**src/kot_pkg.sv**
```systemverilog
package kot_pkg;

  localparam int LENGTH_BITS = 16;
  localparam int OUT_LEN_BITS = 16;
  localparam int QUEUE_DEPTH = 4;
  localparam int QUEUE_PTR_BITS = 2;

  typedef enum logic [2:0] {
    MODE_IDLE    = 3'd0,
    MODE_SPACE   = 3'd1,
    MODE_COMMENT = 3'd2,
    MODE_CSTAR   = 3'd3,
    MODE_IDENT   = 3'd4,
    MODE_NUMBER  = 3'd5,
    MODE_STRING  = 3'd6
  } lex_mode_t;

  localparam logic [3:0] KIND_SPACE   = 4'd0;
  localparam logic [3:0] KIND_COMMENT = 4'd1;
  localparam logic [3:0] KIND_IDENT   = 4'd2;
  localparam logic [3:0] KIND_KEYWORD = 4'd3;
  localparam logic [3:0] KIND_NUMBER  = 4'd4;
  localparam logic [3:0] KIND_STRING  = 4'd5;
  localparam logic [3:0] KIND_OP      = 4'd6;
  localparam logic [3:0] KIND_END     = 4'd7;
  localparam logic [3:0] KIND_ERROR   = 4'd8;

  localparam logic [1:0] ERR_NONE    = 2'd0;
  localparam logic [1:0] ERR_COMMENT = 2'd1;
  localparam logic [1:0] ERR_STRING  = 2'd2;
  localparam logic [1:0] ERR_UNKNOWN = 2'd3;

  localparam logic [4:0] OP_NONE = 5'd31;

  // One token record.
  typedef struct packed {
    logic [3:0]              kind;
    logic [4:0]              code;
    logic [OUT_LEN_BITS-1:0] length;
    logic [1:0]              error;
    logic                    last;
  } token_t;

  // Up to three records caused by one character.
  typedef struct packed {
    logic [1:0] count;
    token_t     t0;
    token_t     t1;
    token_t     t2;
  } token_group_t;

  function automatic token_t make_token(logic [3:0] kind, logic [4:0] code,
                                        logic [LENGTH_BITS-1:0] len, logic [1:0] err);
    token_t t;
    t.kind = kind;
    t.code = code;
    t.length = (LENGTH_BITS > OUT_LEN_BITS && len > LENGTH_BITS'(16'hFFFF)) ?
               16'hFFFF : OUT_LEN_BITS'(len);
    t.error = err;
    t.last = 1'b0;
    return t;
  endfunction

  // Keyword character at position pos, zero past the end.
  function automatic logic [7:0] kw_char(int unsigned k, logic [2:0] pos);
    logic [63:0] s;
    case (k)
      0: s = {"if", 48'd0};
      1: s = {"then", 32'd0};
      2: s = {"else", 32'd0};
      3: s = {"while", 24'd0};
      4: s = {"loop", 32'd0};
      5: s = {"endloop", 8'd0};
      6: s = {"print", 24'd0};
      7: s = {"return", 16'd0};
      8: s = {"exit", 32'd0};
      default: s = 64'd0;
    endcase
    return s[63 - 8 * pos -: 8];
  endfunction

  function automatic logic [4:0] one_op(logic [7:0] c);
    case (c)
      "=": return 5'd0;
      "(": return 5'd1;
      ")": return 5'd2;
      "<": return 5'd3;
      ">": return 5'd4;
      "/": return 5'd5;
      "*": return 5'd6;
      "+": return 5'd7;
      "-": return 5'd8;
      "!": return 5'd9;
      "&": return 5'd10;
      ".": return 5'd11;
      ";": return 5'd12;
      "^": return 5'd18;
      default: return OP_NONE;
    endcase
  endfunction

  function automatic logic [4:0] two_op(logic [7:0] a, logic [7:0] b);
    logic [4:0] r;
    r = OP_NONE;
    if (a == "=" && b == "=") r = 5'd13;
    if (a == "<" && b == "=") r = 5'd14;
    if (a == ">" && b == "=") r = 5'd15;
    if (a == "!" && b == "=") r = 5'd16;
    if (a == "+" && b == "+") r = 5'd17;
    if (a == "-" && b == "-") r = 5'd19;
    if (a == "+" && b == "=") r = 5'd20;
    if (a == "-" && b == "=") r = 5'd21;
    if (a == "|" && b == "|") r = 5'd22;
    return r;
  endfunction

endpackage

```
**src/kot_front.sv**
```systemverilog
module kot_front
  import kot_pkg::*;
(
  input  logic         clk,
  input  logic         rst,
  input  logic [7:0]   char_code,
  input  logic         end_of_text,
  input  logic         take,
  output token_group_t group
);

  lex_mode_t              lex_mode, lex_mode_next;
  logic [7:0]             held_char, held_char_next;
  logic                   held_valid, held_valid_next;
  logic [LENGTH_BITS-1:0] run_length, run_length_next;
  logic [8:0]             cand, cand_next;

  localparam logic [LENGTH_BITS-1:0] LEN_MAX = '1;

  // Character classes.
  logic c_space, c_letter, c_digit, c_ident, c_pair;
  assign c_space  = char_code == " " || char_code == 8'h0A || char_code == 8'h09 ||
                    char_code == 8'h0D;
  assign c_letter = (char_code >= "a" && char_code <= "z") ||
                    (char_code >= "A" && char_code <= "Z");
  assign c_digit  = char_code >= "0" && char_code <= "9";
  assign c_ident  = c_letter || c_digit || char_code == "_";
  assign c_pair   = char_code == "=" || char_code == "<" || char_code == ">" ||
                    char_code == "!" || char_code == "+" || char_code == "-" ||
                    char_code == "|" || char_code == "/";

  logic [LENGTH_BITS-1:0] run_inc;
  assign run_inc = (run_length == LEN_MAX) ? run_length : run_length + 1'b1;

  // Keyword mask filtered by the current character at the current position.
  logic [8:0] cand_filt, cand_first, kw_end;
  always_comb begin
    for (int k = 0; k < 9; k++) begin
      cand_filt[k] = cand[k] && run_length < 8 &&
                     kw_char(k, run_length[2:0]) == char_code;
      cand_first[k] = kw_char(k, 3'd0) == char_code;
      kw_end[k] = cand[k] && run_length < 8 && kw_char(k, run_length[2:0]) == 8'd0;
    end
  end

  // Highest keyword that ends here.
  logic       kw_hit;
  logic [4:0] kw_idx;
  always_comb begin
    kw_hit = 1'b0;
    kw_idx = 5'd0;
    for (int k = 0; k < 9; k++) begin
      if (kw_end[k]) begin
        kw_hit = 1'b1;
        kw_idx = 5'(k);
      end
    end
  end

  // Record that closes the open run, if any.
  logic   close_valid;
  token_t close_tok;
  always_comb begin
    close_valid = 1'b1;
    close_tok = make_token(KIND_SPACE, 5'd0, run_length, ERR_NONE);
    case (lex_mode)
      MODE_SPACE:  close_tok = make_token(KIND_SPACE, 5'd0, run_length, ERR_NONE);
      MODE_NUMBER: close_tok = make_token(KIND_NUMBER, 5'd0, run_length, ERR_NONE);
      MODE_IDENT:  close_tok = kw_hit ?
                     make_token(KIND_KEYWORD, kw_idx, run_length, ERR_NONE) :
                     make_token(KIND_IDENT, 5'd0, run_length, ERR_NONE);
      MODE_COMMENT, MODE_CSTAR:
        close_tok = make_token(KIND_ERROR, 5'd0, run_length, ERR_COMMENT);
      MODE_STRING: close_tok = make_token(KIND_ERROR, 5'd0, run_length, ERR_STRING);
      default:     close_valid = 1'b0;
    endcase
  end

  // Held character emitted on its own, as an operator or an unknown-character error.
  token_t held_tok;
  assign held_tok = (one_op(held_char) != OP_NONE) ?
                    make_token(KIND_OP, one_op(held_char), LENGTH_BITS'(1), ERR_NONE) :
                    make_token(KIND_ERROR, 5'd0, LENGTH_BITS'(1), ERR_UNKNOWN);

  logic [4:0] pair_idx, single_idx;
  assign pair_idx   = two_op(held_char, char_code);
  assign single_idx = one_op(char_code);

  // Next state and records for one item.
  token_t tl [3];
  logic [1:0] n;
  logic start;
  always_comb begin
    lex_mode_next = lex_mode;
    held_char_next = held_char;
    held_valid_next = held_valid;
    run_length_next = run_length;
    cand_next = cand;
    for (int i = 0; i < 3; i++) tl[i] = make_token(KIND_END, 5'd0, '0, ERR_NONE);
    n = 2'd0;
    start = 1'b0;
    if (end_of_text) begin
      if (lex_mode == MODE_IDLE) begin
        if (held_valid) begin
          tl[n] = held_tok;
          n = n + 2'd1;
        end
      end else if (close_valid) begin
        tl[n] = close_tok;
        n = n + 2'd1;
      end
      tl[n] = make_token(KIND_END, 5'd0, '0, ERR_NONE);
      n = n + 2'd1;
      lex_mode_next = MODE_IDLE;
      held_char_next = 8'd0;
      held_valid_next = 1'b0;
      run_length_next = '0;
      cand_next = '1;
    end else begin
      case (lex_mode)
        MODE_SPACE: begin
          if (c_space) run_length_next = run_inc;
          else start = 1'b1;
        end
        MODE_NUMBER: begin
          if (c_digit) run_length_next = run_inc;
          else start = 1'b1;
        end
        MODE_IDENT: begin
          if (c_ident) begin
            cand_next = cand_filt;
            run_length_next = run_inc;
          end else begin
            start = 1'b1;
          end
        end
        MODE_STRING: begin
          run_length_next = run_inc;
          if (char_code == 8'h22) begin
            tl[0] = make_token(KIND_STRING, 5'd0, run_inc, ERR_NONE);
            n = 2'd1;
            lex_mode_next = MODE_IDLE;
            run_length_next = '0;
          end
        end
        MODE_COMMENT: begin
          run_length_next = run_inc;
          if (char_code == "*") lex_mode_next = MODE_CSTAR;
        end
        MODE_CSTAR: begin
          run_length_next = run_inc;
          if (char_code == "/") begin
            tl[0] = make_token(KIND_COMMENT, 5'd0, run_inc, ERR_NONE);
            n = 2'd1;
            lex_mode_next = MODE_IDLE;
            run_length_next = '0;
          end else if (char_code != "*") begin
            lex_mode_next = MODE_COMMENT;
          end
        end
        default: begin
          if (held_valid && held_char == "/" && char_code == "*") begin
            held_valid_next = 1'b0;
            held_char_next = 8'd0;
            lex_mode_next = MODE_COMMENT;
            run_length_next = LENGTH_BITS'(2);
          end else if (held_valid && pair_idx != OP_NONE) begin
            tl[0] = make_token(KIND_OP, pair_idx, LENGTH_BITS'(2), ERR_NONE);
            n = 2'd1;
            held_valid_next = 1'b0;
            held_char_next = 8'd0;
          end else begin
            if (held_valid) begin
              tl[0] = held_tok;
              n = 2'd1;
              held_valid_next = 1'b0;
              held_char_next = 8'd0;
            end
            start = 1'b1;
          end
        end
      endcase
      // Start a new token from this character.
      if (start) begin
        if (lex_mode != MODE_IDLE && close_valid) begin
          tl[n] = close_tok;
          n = n + 2'd1;
        end
        lex_mode_next = MODE_IDLE;
        run_length_next = LENGTH_BITS'(1);
        cand_next = '1;
        if (c_space) lex_mode_next = MODE_SPACE;
        else if (c_letter) begin
          lex_mode_next = MODE_IDENT;
          cand_next = cand_first;
        end else if (c_digit) lex_mode_next = MODE_NUMBER;
        else if (char_code == 8'h22) lex_mode_next = MODE_STRING;
        else begin
          run_length_next = '0;
          if (c_pair) begin
            held_char_next = char_code;
            held_valid_next = 1'b1;
          end else begin
            tl[n] = (single_idx != OP_NONE) ?
                    make_token(KIND_OP, single_idx, LENGTH_BITS'(1), ERR_NONE) :
                    make_token(KIND_ERROR, 5'd0, LENGTH_BITS'(1), ERR_UNKNOWN);
            n = n + 2'd1;
          end
        end
      end
    end
    group.count = n;
    group.t0 = tl[0];
    group.t1 = tl[1];
    group.t2 = tl[2];
  end

  // Lexer state.
  always_ff @(posedge clk) begin
    if (rst) begin
      lex_mode <= MODE_IDLE;
      held_char <= 8'd0;
      held_valid <= 1'b0;
      run_length <= '0;
      cand <= '1;
    end else if (take) begin
      lex_mode <= lex_mode_next;
      held_char <= held_char_next;
      held_valid <= held_valid_next;
      run_length <= run_length_next;
      cand <= cand_next;
    end
  end

endmodule

```
**src/kot_queue.sv**
```systemverilog
module kot_queue
  import kot_pkg::*;
(
  input  logic         clk,
  input  logic         rst,
  input  logic         push,
  input  token_group_t push_group,
  output logic         has_room,
  output logic         head_valid,
  output token_group_t head_group,
  input  logic         pop
);

  token_group_t mem [QUEUE_DEPTH];
  logic [QUEUE_PTR_BITS-1:0] wr_ptr, rd_ptr;
  logic [QUEUE_PTR_BITS:0]   fill;

  assign has_room   = fill < (QUEUE_PTR_BITS+1)'(QUEUE_DEPTH - 1);
  assign head_valid = fill != '0;
  assign head_group = mem[rd_ptr];

  // Storage.
  always_ff @(posedge clk) begin
    if (push) mem[wr_ptr] <= push_group;
  end

  // Pointers and fill count.
  always_ff @(posedge clk) begin
    if (rst) begin
      wr_ptr <= '0;
      rd_ptr <= '0;
      fill <= '0;
    end else begin
      if (push) wr_ptr <= wr_ptr + 1'b1;
      if (pop) rd_ptr <= rd_ptr + 1'b1;
      fill <= fill + (QUEUE_PTR_BITS+1)'(push) - (QUEUE_PTR_BITS+1)'(pop);
    end
  end

endmodule

```
**src/kot_back.sv**
```systemverilog
module kot_back
  import kot_pkg::*;
(
  input  logic         clk,
  input  logic         rst,
  input  logic         head_valid,
  input  token_group_t head_group,
  output logic         pop,
  output logic         out_valid,
  input  logic         out_stall,
  output token_t       out_token
);

  logic [1:0] idx;
  token_t     sel;
  logic       free, group_done;

  // Pick the next record of the head group.
  always_comb begin
    case (idx)
      2'd0:    sel = head_group.t0;
      2'd1:    sel = head_group.t1;
      default: sel = head_group.t2;
    endcase
    sel.last = (idx + 2'd1) == head_group.count;
  end

  assign free       = !out_valid || !out_stall;
  assign group_done = head_valid && free &&
                      (head_group.count == 2'd0 || sel.last);
  assign pop        = group_done;

  // Output register and record index.
  always_ff @(posedge clk) begin
    if (rst) begin
      out_valid <= 1'b0;
      idx <= 2'd0;
    end else if (free) begin
      out_valid <= head_valid && head_group.count != 2'd0;
      if (group_done) idx <= 2'd0;
      else if (head_valid) idx <= idx + 2'd1;
    end
  end

  always_ff @(posedge clk) begin
    if (free) out_token <= sel;
  end

endmodule

```
**src/keyword_operator_tokenizer_core.sv**
```systemverilog
// Channel   Direction  Handshake       Payload
// input     in         valid / stall   char_code, end_of_text
// output    out        out_valid/out_stall  token_kind, token_code, token_length,
//                                      error_code, last_result
// One character is accepted per cycle while the record queue has room; the
// lexer state registers update on each accepted character. Each character
// yields zero to two records, which leave at one record per cycle while
// out_stall is low, so a burst of multi-record characters fills the queue
// and raises stall. Reset clears the lexer state and empties the queue.
module keyword_operator_tokenizer_core
  import kot_pkg::*;
(
  input  logic                    clk,
  input  logic                    rst,
  input  logic                    valid,
  output logic                    stall,
  input  logic [7:0]              char_code,
  input  logic                    end_of_text,
  output logic                    out_valid,
  input  logic                    out_stall,
  output logic [3:0]              token_kind,
  output logic [4:0]              token_code,
  output logic [OUT_LEN_BITS-1:0] token_length,
  output logic [1:0]              error_code,
  output logic                    last_result
);

  token_group_t grp, head_group;
  logic has_room, head_valid, pop, take;
  token_t tok;

  assign stall = !has_room;
  assign take  = valid && has_room;

  kot_front u_front (
    .clk(clk), .rst(rst), .char_code(char_code), .end_of_text(end_of_text),
    .take(take), .group(grp)
  );

  kot_queue u_queue (
    .clk(clk), .rst(rst), .push(take && grp.count != 2'd0), .push_group(grp),
    .has_room(has_room), .head_valid(head_valid), .head_group(head_group), .pop(pop)
  );

  kot_back u_back (
    .clk(clk), .rst(rst), .head_valid(head_valid), .head_group(head_group),
    .pop(pop), .out_valid(out_valid), .out_stall(out_stall), .out_token(tok)
  );

  assign token_kind   = tok.kind;
  assign token_code   = tok.code;
  assign token_length = tok.length;
  assign error_code   = tok.error;
  assign last_result  = tok.last;

endmodule

```
**config.mk**
```make
export PLATFORM = sky130hd
export DESIGN_NAME = keyword_operator_tokenizer_core
export DESIGN_NICKNAME = d
export VERILOG_FILES = /design/src/kot_pkg.sv /design/src/kot_front.sv /design/src/kot_queue.sv /design/src/kot_back.sv /design/src/keyword_operator_tokenizer_core.sv
export SDC_FILE = /design/constraint.sdc
export NUM_CORES = 1
export LEC_CHECK = 0
export BUFFER_PORTS_ARGS = -buffer_cell sky130_fd_sc_hd__buf_2
export CAP_MARGIN = 20
export CELL_PAD_IN_SITES_DETAIL_PLACEMENT = 0
export CELL_PAD_IN_SITES_GLOBAL_PLACEMENT = 1
export CORE_MARGIN = 10
export CORE_UTILIZATION = 54
export DETAILED_ROUTE_END_ITERATION = 12
export GPL_ROUTABILITY_DRIVEN = 1
export HOLD_SLACK_MARGIN = 0.12
export PLACE_DENSITY = 0.91
export SLEW_MARGIN = 10
export SYNTH_ARGS = -nofsm -noshare
export SYNTH_HDL_FRONTEND = slang
export SYNTH_HIERARCHICAL = 1
export SYNTH_SLANG_ARGS = --single-unit
```
**constraint.sdc**
```tcl
create_clock -name clk -period 6.45 [get_ports clk]
set_input_delay 0.645 -clock clk [delete_from_list [all_inputs] [get_ports clk]]
set_output_delay 0.645 -clock clk [all_outputs]
set_load 0.01 [all_outputs]
```
==> key figures, run 1 <==
Status
  • Status: complete, no violations

STA
  • Final Cycle Share: 81.0%
  • Achievable frequency: 0.191 GHz
  • Minimum hold slack: 0.505 ns
  • Min Tclk post-route: 5.22 ns
  • Slew Limit Headroom: 36.0%
  • Setup violators final: 0
  • Pins Over Slew Limit: 0
  • Hold Vio Cnt, Final: 0
  • Setup repair after global routing missed its margin: false
  • Actual slew at the worst max-slew pin: 0.953 ns
  • Setup TNS: 0 ns
  • Setup Skew: 0.0113 ns
  • Setup WS post-layout: 1.23 ns

Route
  • Final wirelength: 47.8 mm
  • DRC viols: 0
  • Via count: 12800
  • ANT nets after route: 0
  • DR iter-0 viols: 1312
  • Drt wl/cell: 24.2 um
  • DRT Pass-1 Iters: 6
  • Vias per cell: 6.48

Synthesis
  • Synthesized area per cell: 13.5 um^2
  • Synth warnings: 6
  • Syn Std Cell Area: 20000 um^2
  • Synth Instances: 1483

Global route
  • Largest net degree at the start of global routing: 48
  • Initial antenna violation count: 2
  • Vias in the first global route: 12300
  • Grt ovf: 0
  • GRT Util Overall: 21.2%
  • First-pass GRT wire length: 74.2 mm

Die
  • Initial Util: 54.7%
  • Die H: 212 um
  • Die W: 212 um
  • FP Rows: 70
  • Core area: 36500 um^2
  • Die area: 45100 um^2
  • Top Ports: 43

Critical path
  • Kind of critical path: register to register
  • Crit path cell chain: or3_1 > and2_1 > inv_2 > o311a_1 > and3_1 > or2_1 > nand2_2 > o21ai_0 > o211a_1 > and2_4 > buf_12
  • Stages on worst setup path: 11
  • Buf+Inv Stages, Crit Path: 2
  • Max stage delay on crit path: 0.65 ns
  • CP top delay family: simple AND/OR/NAND/NOR gates
  • Reg2Reg Depth: 11
  • Max Fanout on Critical Path: 43
  • Arrival @ worst endpoint: 5.44 ns
  • CP max-delay cell: and2_4
  • Nature of the critical path endpoint: register
  • R2r setup slk: 1.23 ns
  • Critical path launch point type: register
  • End of the critical path: u_queue/mem[3][61]
  • Worst r2r src: u_front/lex_mode[0]
  • End of the worst register-to-register path: u_queue/mem[3][61]
  • CP required: 6.67 ns
  • Crit path from: u_front/lex_mode[0]

Job
  • Maxcap violations: 0

Finish
  • Area Growth Syn to Fin: 7.60%
  • Most common cell after layout, fill and taps aside: edfxtp_1
  • Post-route cell area: 21500 um^2
  • Most frequent cells in the layout: edfxtp_1 (360), nand2_1 (146), mux4_2 (83)
  • Final nets: 1510
  • FILL cells: 2770
  • Fraction of layout cells with a size suffix above 1: 16.6%
  • Antenna diode count: 0

Clock tree
  • Total CTS buffers: 41
  • Worst skew pair latency: 0.55 ns
  • Post-CTS Setup Repair Bufs: 0
  • CTS root buf: clkbuf_16
  • Clock Tree Buf Depth: 3
  • Reg clk slew, reported paths: 0.07 ns
  • CTS tree: yes
  • CTS resizes: 0
  • Sink Count: 409
  • Hold buffer count at CTS: 0
  • Htree depth: 2

Hold path
  • Worst Hold Class: register to register
  • Hold path cells: 1

Pwr
  • Tot Pwr: 7370 uW
  • Peak VDD IR: 0.000262 V
  • Pleak: 0.00704 uW
  • Power Dens Cells: 343 nW/um^2

Place
  • Cell Area, Placed: 20200 um^2
  • Dpl hpwl: 30.2 mm
  • Dpl ws: 1.08 ns
  • RePlAce Congestion: 0.942
  • Port Buffers: 42
[per-stage QoR]
| step | cells | utilization, % |
|---|---|---|
| after CTS | 1972 | 58.9 |
| after global routing | 1972 | 58.9 |
| after detailed placement | 1899 | 55.3 |
| after floorplan | 1512 | - |
| final | 1972 | 58.9 |
| after global placement | 1899 | 55.3 |
[how the worst min path moves through the flow]
stage,slack (ns),startpoint,endpoint
floorplan,0.46,u_front/cand[6],u_front/cand[6]
global placement,0.48,u_back/idx[1],u_back/idx[1]
detailed placement,0.49,u_back/idx[1],u_back/idx[1]
CTS,0.51,u_back/idx[1],u_back/idx[1]
global route,0.53,u_front/cand[5],u_front/cand[5]
finish,0.51,u_back/idx[1],u_back/idx[1]
[registers in the layout, summed over array words and instances, names as in the netlist, 3 cells and up, named ones only]
register            cells
u_back/out_token       28
u_front/cand            9
u_front/held_char       8
u_front/lex_mode        3
u_front/run_length     16
u_queue/fill            3
u_queue/mem           332
[power breakdown]
| group | switching, uW | total [uW] | internal [uW] |
|---|---|---|---|
| sequential | 155 | 3440 | 3290 |
| clock | 985 | 2340 | 1350 |
| combinational | 963 | 1590 | 629 |
| total | 2100 | 7370 | 5270 |
[area by class of cell]
cell class                      count  area (um^2)  area share (%)
Multi-Input combinational cell    930         7300            34.0
Inverter                           36          135           0.629
Timing Repair Buffer               56          365            1.70
Tap cell                          468          586            2.72
Clock inverter                     20          186           0.867
Clock buffer                       53         1120            5.23
Sequential cell                   409        11800            54.9
[layer usage]
metal | GRT usage [%] | part of all wire [%]
met1 | 28.6 | 41
met2 | 35.1 | 49
met3 | 3.24 | 7.4
met4 | 5.81 | 2.4
met5 | 0 | 0.046
Power figures use the tool's default switching activity.
==> run 2, diff against run 1 <==
clock period = 5.25 ns   (was 6.45 ns; I/O delays follow)
==> key figures, run 2 (synthesized netlist as in run 1, its figures left out) <==
Clock tree
  • Total CTS buffers: 40 (-2.4%)
  • Post-CTS Setup Repair Bufs: 0 (unchanged)
  • CTS root buf: clkbuf_16
  • Worst skew pair latency: 0.54 ns (about the same)
  • CTS resizes: 0 (unchanged)
  • Sink Count: 409 (unchanged)
  • Clock Tree Buf Depth: 3 (unchanged)
  • Htree depth: 2 (unchanged)
  • CTS tree: yes
  • Hold buffer count at CTS: 0 (unchanged)
  • Reg clk slew, reported paths: 0.06 ns (about the same)

Critical path
  • Arrival @ worst endpoint: 5.16 ns (-0.28 ns)
  • Critical path launch point type: register
  • Max Fanout on Critical Path: 24 (-44%)
  • Nature of the critical path endpoint: register
  • Kind of critical path: register to register
  • CP required: 5.49 ns (-1.18 ns)

Route
  • DRT Pass-1 Iters: 8 (+2)
  • ANT nets after route: 0 (unchanged)
  • Final wirelength: 48.9 mm (+2.4%)
  • DRC viols: 0 (unchanged)
  • DR iter-0 viols: 1437 (+9.5%)
  • Via count: 12900 (+1.3%)
  • Vias per cell: 6.51 (+0.46%)
  • Drt wl/cell: 24.6 um (+1.5%)

Pwr
  • Peak VDD IR: 0.000296 V (+13%)
  • Power Dens Cells: 424 nW/um^2 (+24%)
  • Pleak: 0.00715 uW (+1.6%)
  • Tot Pwr: 9210 uW (+25%)

Die
  • Die area: 45100 um^2 (unchanged)
  • Die H: 212 um (unchanged)
  • FP Rows: 70 (unchanged)
  • Core area: 36500 um^2 (unchanged)
  • Top Ports: 43 (unchanged)
  • Die W: 212 um (unchanged)
  • Initial Util: 54.7% (unchanged)

Place
  • RePlAce Congestion: 0.944 (+0.23%)
  • Port Buffers: 42 (unchanged)
  • Dpl hpwl: 30.3 mm (+0.47%)

Global route
  • GRT Util Overall: 21.7% (+0.51 points)
  • Vias in the first global route: 12700 (+2.9%)
  • Initial antenna violation count: 0 (-2)
  • Grt ovf: 0 (unchanged)
  • Largest net degree at the start of global routing: 84 (+75%)
  • First-pass GRT wire length: 75.8 mm (+2.2%)

STA
  • Setup Skew: 0.0136 ns (+0.00233 ns)
  • Min Tclk post-route: 4.92 ns (-0.301 ns)
  • Setup violators final: 0 (unchanged)
  • Setup TNS: 0 ns (unchanged)
  • Setup repair after global routing missed its margin: false
  • Final Cycle Share: 93.8% (+13 points)
  • Achievable frequency: 0.203 GHz (+6.1%)
  • Slew Limit Headroom: 36.2% (+0.28 points)
  • Pins Over Slew Limit: 0 (unchanged)
  • Hold Vio Cnt, Final: 0 (unchanged)
  • Actual slew at the worst max-slew pin: 0.949 ns (-0.00412 ns)

Finish
  • Top Registers: u_queue/mem x332, u_back/out_token x28, u_front/run_length x16
  • Most frequent cells in the layout: edfxtp_1 (360), nand2_1 (146), mux4_2 (83)
  • FF/Latch Area: 11800 um^2 (unchanged)
  • Final nets: 1525 (+0.99%)
  • FILL cells: 2715 (-2.0%)
  • Area Growth Syn to Fin: 8.62%
  • Multi-input logic area: 7300 um^2 (unchanged)
  • Biggest register: u_queue/mem
  • Most common cell after layout, fill and taps aside: edfxtp_1
  • Antenna diode count: 0 (unchanged)
  • Fraction of layout cells with a size suffix above 1: 17.4% (+0.81 points)
  • Max FFs per register: 332 (unchanged)

Hold path
  • Worst Hold Class: input port to register

Job
  • Maxcap violations: 0 (unchanged)

Status
  • Status: complete, no violations
[run 2: per-layer routing]
metal | track usage [%] | up-vias | part of all wire (%)
met5 | 0 | - | 0
met4 | 7.19 | 0 | 2.7
met3 | 3.67 | 87 | 7.7
met2 | 35.2 | 641 | 49
met1 | 29.2 | 6490 | 41
li1 | - | 5723 | -
[run 2: path summary, 6_finish.rpt]
| kind | slack (ns) | to | start | cells past startpoint |
|---|---|---|---|---|
| setup / recovery | 0.33 | u_queue/mem[2][3] | u_front/lex_mode[2] | 10 |
| hold / removal | 0.40 | u_front/held_char[6] | char_code[6] | 2 |
| setup reg to reg | 0.33 | u_queue/mem[2][3] | u_front/lex_mode[2] | 10 |
| hold reg to reg | 0.51 | u_front/cand[5] | u_front/cand[5] | 1 |
[run 2: per-stage QoR]
step	cell area, um^2	hold slack [ns]	cells	util, %	setup slack (ns)
after floorplan	20100	0.464	1512	-	0.00000222
after global placement	20300	0.478	1915	55.6	0.652
after detailed placement	20300	0.492	1915	55.6	0.468
after CTS	21700	0.385	1988	59.4	0.469
after global routing	21700	0.411	1988	59.4	0.0901
final	21700	0.405	1988	59.4	0.327
[run 2: final cells by class]
class	count	area share, %
clock buffers	50	4.98
clock inverters	23	1.39
well taps	468	2.70
flip-flops and latches	409	54.4
repair buffers	72	2.29
inverters	36	0.623
multi-input cells	930	33.6
[run 2: critical path, cell delays in order (launching register included)]
cell,delay [ns]
dfxtp_1,0.68
inv_2,0.19
nor3_1,0.55
o21ai_1,0.22
o221ai_1,0.56
or2_1,0.51
nand2_2,0.24
o21ai_0,0.46
o211a_1,0.40
and2_4,0.48
buf_4,0.29
[run 2: where the power goes]
part,leakage (uW),internal (uW),total (uW),switching (uW)
clock,0.000670,1810,3010,1200
sequential,0.00371,4040,4240,197
combinational,0.00277,783,1960,1180
==> run 3, diff against run 2 <==
BUFFER_PORTS_ARGS = default   (was -buffer_cell sky130_fd_sc_hd__buf_2)
CORE_UTILIZATION = 55   (was 54)
DONT_BUFFER_PORTS = 1   (was default)
==> key figures, run 3 (synthesized netlist as in run 1, its figures left out) <==
Status
  • Status: complete, no violations

Route
  • Top Metal Used: met4
  • Met3 WL: 3.70 mm (-2.2%)
  • Metal-1 WL: 20.2 mm (+1.3%)
  • DRT Pass-1 Iters: 5 (-3)
  • ANT nets after route: 0 (unchanged)
  • Metal2 WL: 23.8 mm (about the same)
  • DRC viols: 0 (unchanged)
  • Final wirelength: 48.9 mm (about the same)
  • DR iter-0 viols: 1269 (-12%)
  • Drt wl/cell: 25.2 um (+2.5%)
  • Vias per cell: 6.58 (+1.1%)
  • Via count: 12800 (-1.2%)

Place
  • RePlAce Congestion: 0.928 (-1.6%)
  • Dpl cells: 1863 (-2.7%)
  • Dpl hpwl: 31.1 mm (+2.6%)
  • Cell Area, Placed: 20100 um^2 (-1.0%)
  • Port Buffers: 0 (-100%)

Die
  • Core area: 35700 um^2 (-2.1%)
  • Top Ports: 43 (unchanged)
  • Die H: 211 um (-0.83%)
  • Die W: 211 um (-0.83%)
  • Die area: 44300 um^2 (-1.7%)
  • Initial Util: 55.9% (+1.2 points)
  • FP Rows: 69 (-1.4%)

STA
  • Pins Over Slew Limit: 0 (unchanged)
  • Setup violators final: 0 (unchanged)
  • Setup TNS: 0 ns (unchanged)
  • Achievable frequency: 0.209 GHz (+3.1%)
  • Setup repair after global routing missed its margin: false
  • Hold Vio Cnt, Final: 0 (unchanged)
  • Slew Limit Headroom: 34.1% (-2.1 points)
  • Actual slew at the worst max-slew pin: 0.988 ns (+0.0388 ns)
  • Final Cycle Share: 91.0% (-2.8 points)
  • Min Tclk post-route: 4.78 ns (-0.147 ns)
  • Setup Skew: 0.0231 ns (+0.00948 ns)

Pwr
  • Comb power frac: 20.1% (-1.2 points)
  • Psw: 2580 uW (+0.16%)
  • Internal power: 6290 uW (-5.2%)
  • Clock power frac: 31.2% (-1.5 points)
  • Flop pwr share: 48.7% (+2.7 points)
  • Net Sw Frac: 29.1% (+1.1 points)
  • Power Dens Cells: 413 nW/um^2 (-2.6%)
  • Tot Pwr: 8870 uW (-3.7%)
  • Pleak: 0.00694 uW (-2.9%)
  • Peak VDD IR: 0.000221 V (-25%)

Clock tree
  • Htree depth: 2 (unchanged)
  • Total CTS buffers: 41 (+2.5%)
  • Reg clk slew, reported paths: 0.07 ns (about the same)
  • Worst skew pair latency: 0.56 ns (+0.02 ns)
  • CTS root buf: clkbuf_16
  • Sink Count: 409 (unchanged)
  • Clock Tree Buf Depth: 3 (unchanged)
  • CTS tree: yes

Finish
  • Final nets: 1487 (-2.5%)
  • Area Growth Syn to Fin: 7.35%
  • Fraction of layout cells with a size suffix above 1: 14.7% (-2.6 points)
  • Finished Layout Cells: 1942 (-2.3%)
  • Antenna diode count: 0 (unchanged)
  • Biggest register: u_queue/mem
  • Top Registers: u_queue/mem x332, u_back/out_token x28, u_front/run_length x16
  • Most common cell after layout, fill and taps aside: edfxtp_1
  • Post-route cell area: 21400 um^2 (-1.2%)
  • Max FFs per register: 332 (unchanged)
  • Most frequent cells in the layout: edfxtp_1 (360), nand2_1 (146), mux4_2 (83)

Critical path
  • Reg2Reg Depth: 10 (unchanged)
  • Nature of the critical path endpoint: register
  • R2r setup slk: 0.47 ns (+0.15 ns)
  • CP max-delay cell: dfxtp_1
  • Crit path cell chain: or3_1 > and2_1 > inv_2 > nand2_1 > o221ai_1 > o21a_1 > a221oi_1 > o211a_1 > and2_4 > buf_4
  • Worst r2r src: u_front/lex_mode[0]
  • Max Fanout on Critical Path: 24 (unchanged)
  • Arrival @ worst endpoint: 5.01 ns (-0.15 ns)
  • Kind of critical path: register to register
  • Buf+Inv Stages, Crit Path: 2 (unchanged)
  • CP top delay family: compound AO/OA/AOI/OAI gates
  • Max stage delay on crit path: 0.69 ns (about the same)
  • CP required: 5.49 ns (about the same)
  • End of the worst register-to-register path: u_queue/mem[3][6]
  • Critical path launch point type: register

Global route
  • First-pass GRT wire length: 76.3 mm (+0.66%)
  • Grt ovf: 0 (unchanged)
  • Vias in the first global route: 12700 (+0.024%)
  • Largest net degree at the start of global routing: 50 (-40%)
  • Initial antenna violation count: 0 (unchanged)
  • GRT Util Overall: 21.9% (+0.25 points)

Hold path
  • Worst Hold Class: input port to register
  • Hold path cells: 1 (-1)
  • Hold path endpoint: u_front/held_char[6]
  • Worst Hold Launch: char_code[6]

Job
  • Maxcap violations: 0 (unchanged)
[run 3: cell types whose count changed in the layout (fill, tap and decap cells not counted), sizes merged]
cell / before / now
bufinv: 7 / 1
clkbuf: 50 / 53
dlygate4sd3: 0 / 5
buf: 72 / 28
clkinv: 13 / 16
[run 3: per-layer routing]
layer	vias up	track usage [%]
met5	-	0
met4	0	6.97
met2	605	35.7
li1	5667	-
met1	6425	29.8
met3	86	3.35
[run 3: worst max-delay path by stage]
stage,startpoint,end,slack (ns),depth (start not counted)
after floorplan,char_code[7],u_queue/mem[2][10],0.000002,11
after global placement,u_front/lex_mode[0],u_queue/mem[3][10],0.75,10
after detailed placement,u_front/lex_mode[0],u_queue/mem[3][6],0.54,10
after CTS,u_front/lex_mode[0],u_queue/mem[3][31],0.52,10
after global routing,u_front/lex_mode[2],u_queue/mem[3][30],0.12,10
final,u_front/lex_mode[0],u_queue/mem[3][6],0.47,10
[run 3: stage by stage]
step	util (%)	setup WS (ns)	hold WS, ns
after floorplan	-	0.00000222	0.464
after global placement	56.3	0.752	0.481
after detailed placement	56.3	0.544	0.494
after CTS	60.0	0.515	0.127
after global routing	60.0	0.116	0.125
final	60.0	0.475	0.137
[run 3: final cells by class]
| type | count | area (um^2) |
|---|---|---|
| clock inverters | 20 | 181 |
| well taps | 461 | 577 |
| multi-input cells | 930 | 7300 |
| fillers | 2624 | 14300 |
| flip-flops and latches | 409 | 11800 |
| clock buffers | 53 | 1080 |
| repair buffers | 33 | 373 |
| inverters | 36 | 135 |
[run 3: timing repair]
| item | 4_1_cts | 5_1_grt |
|---|---|---|
| resized for setup | 0 | 0 |
| hold buffers | 6 | 0 |
| setup buffers | 0 | 0 |
| hold endpoints to repair | 31 | 0 |
[run 3: power groups by stage]
| stage | logic, uW | registers [uW] | clock network, uW |
|---|---|---|---|
| floorplan | 1400 | 4270 | 0 |
| global placement | 1690 | 4360 | 0 |
| detailed placement | 1730 | 4390 | 0 |
| CTS | 1780 | 4340 | 2810 |
| global route | 1910 | 4360 | 2920 |
| finish | 1780 | 4320 | 2770 |
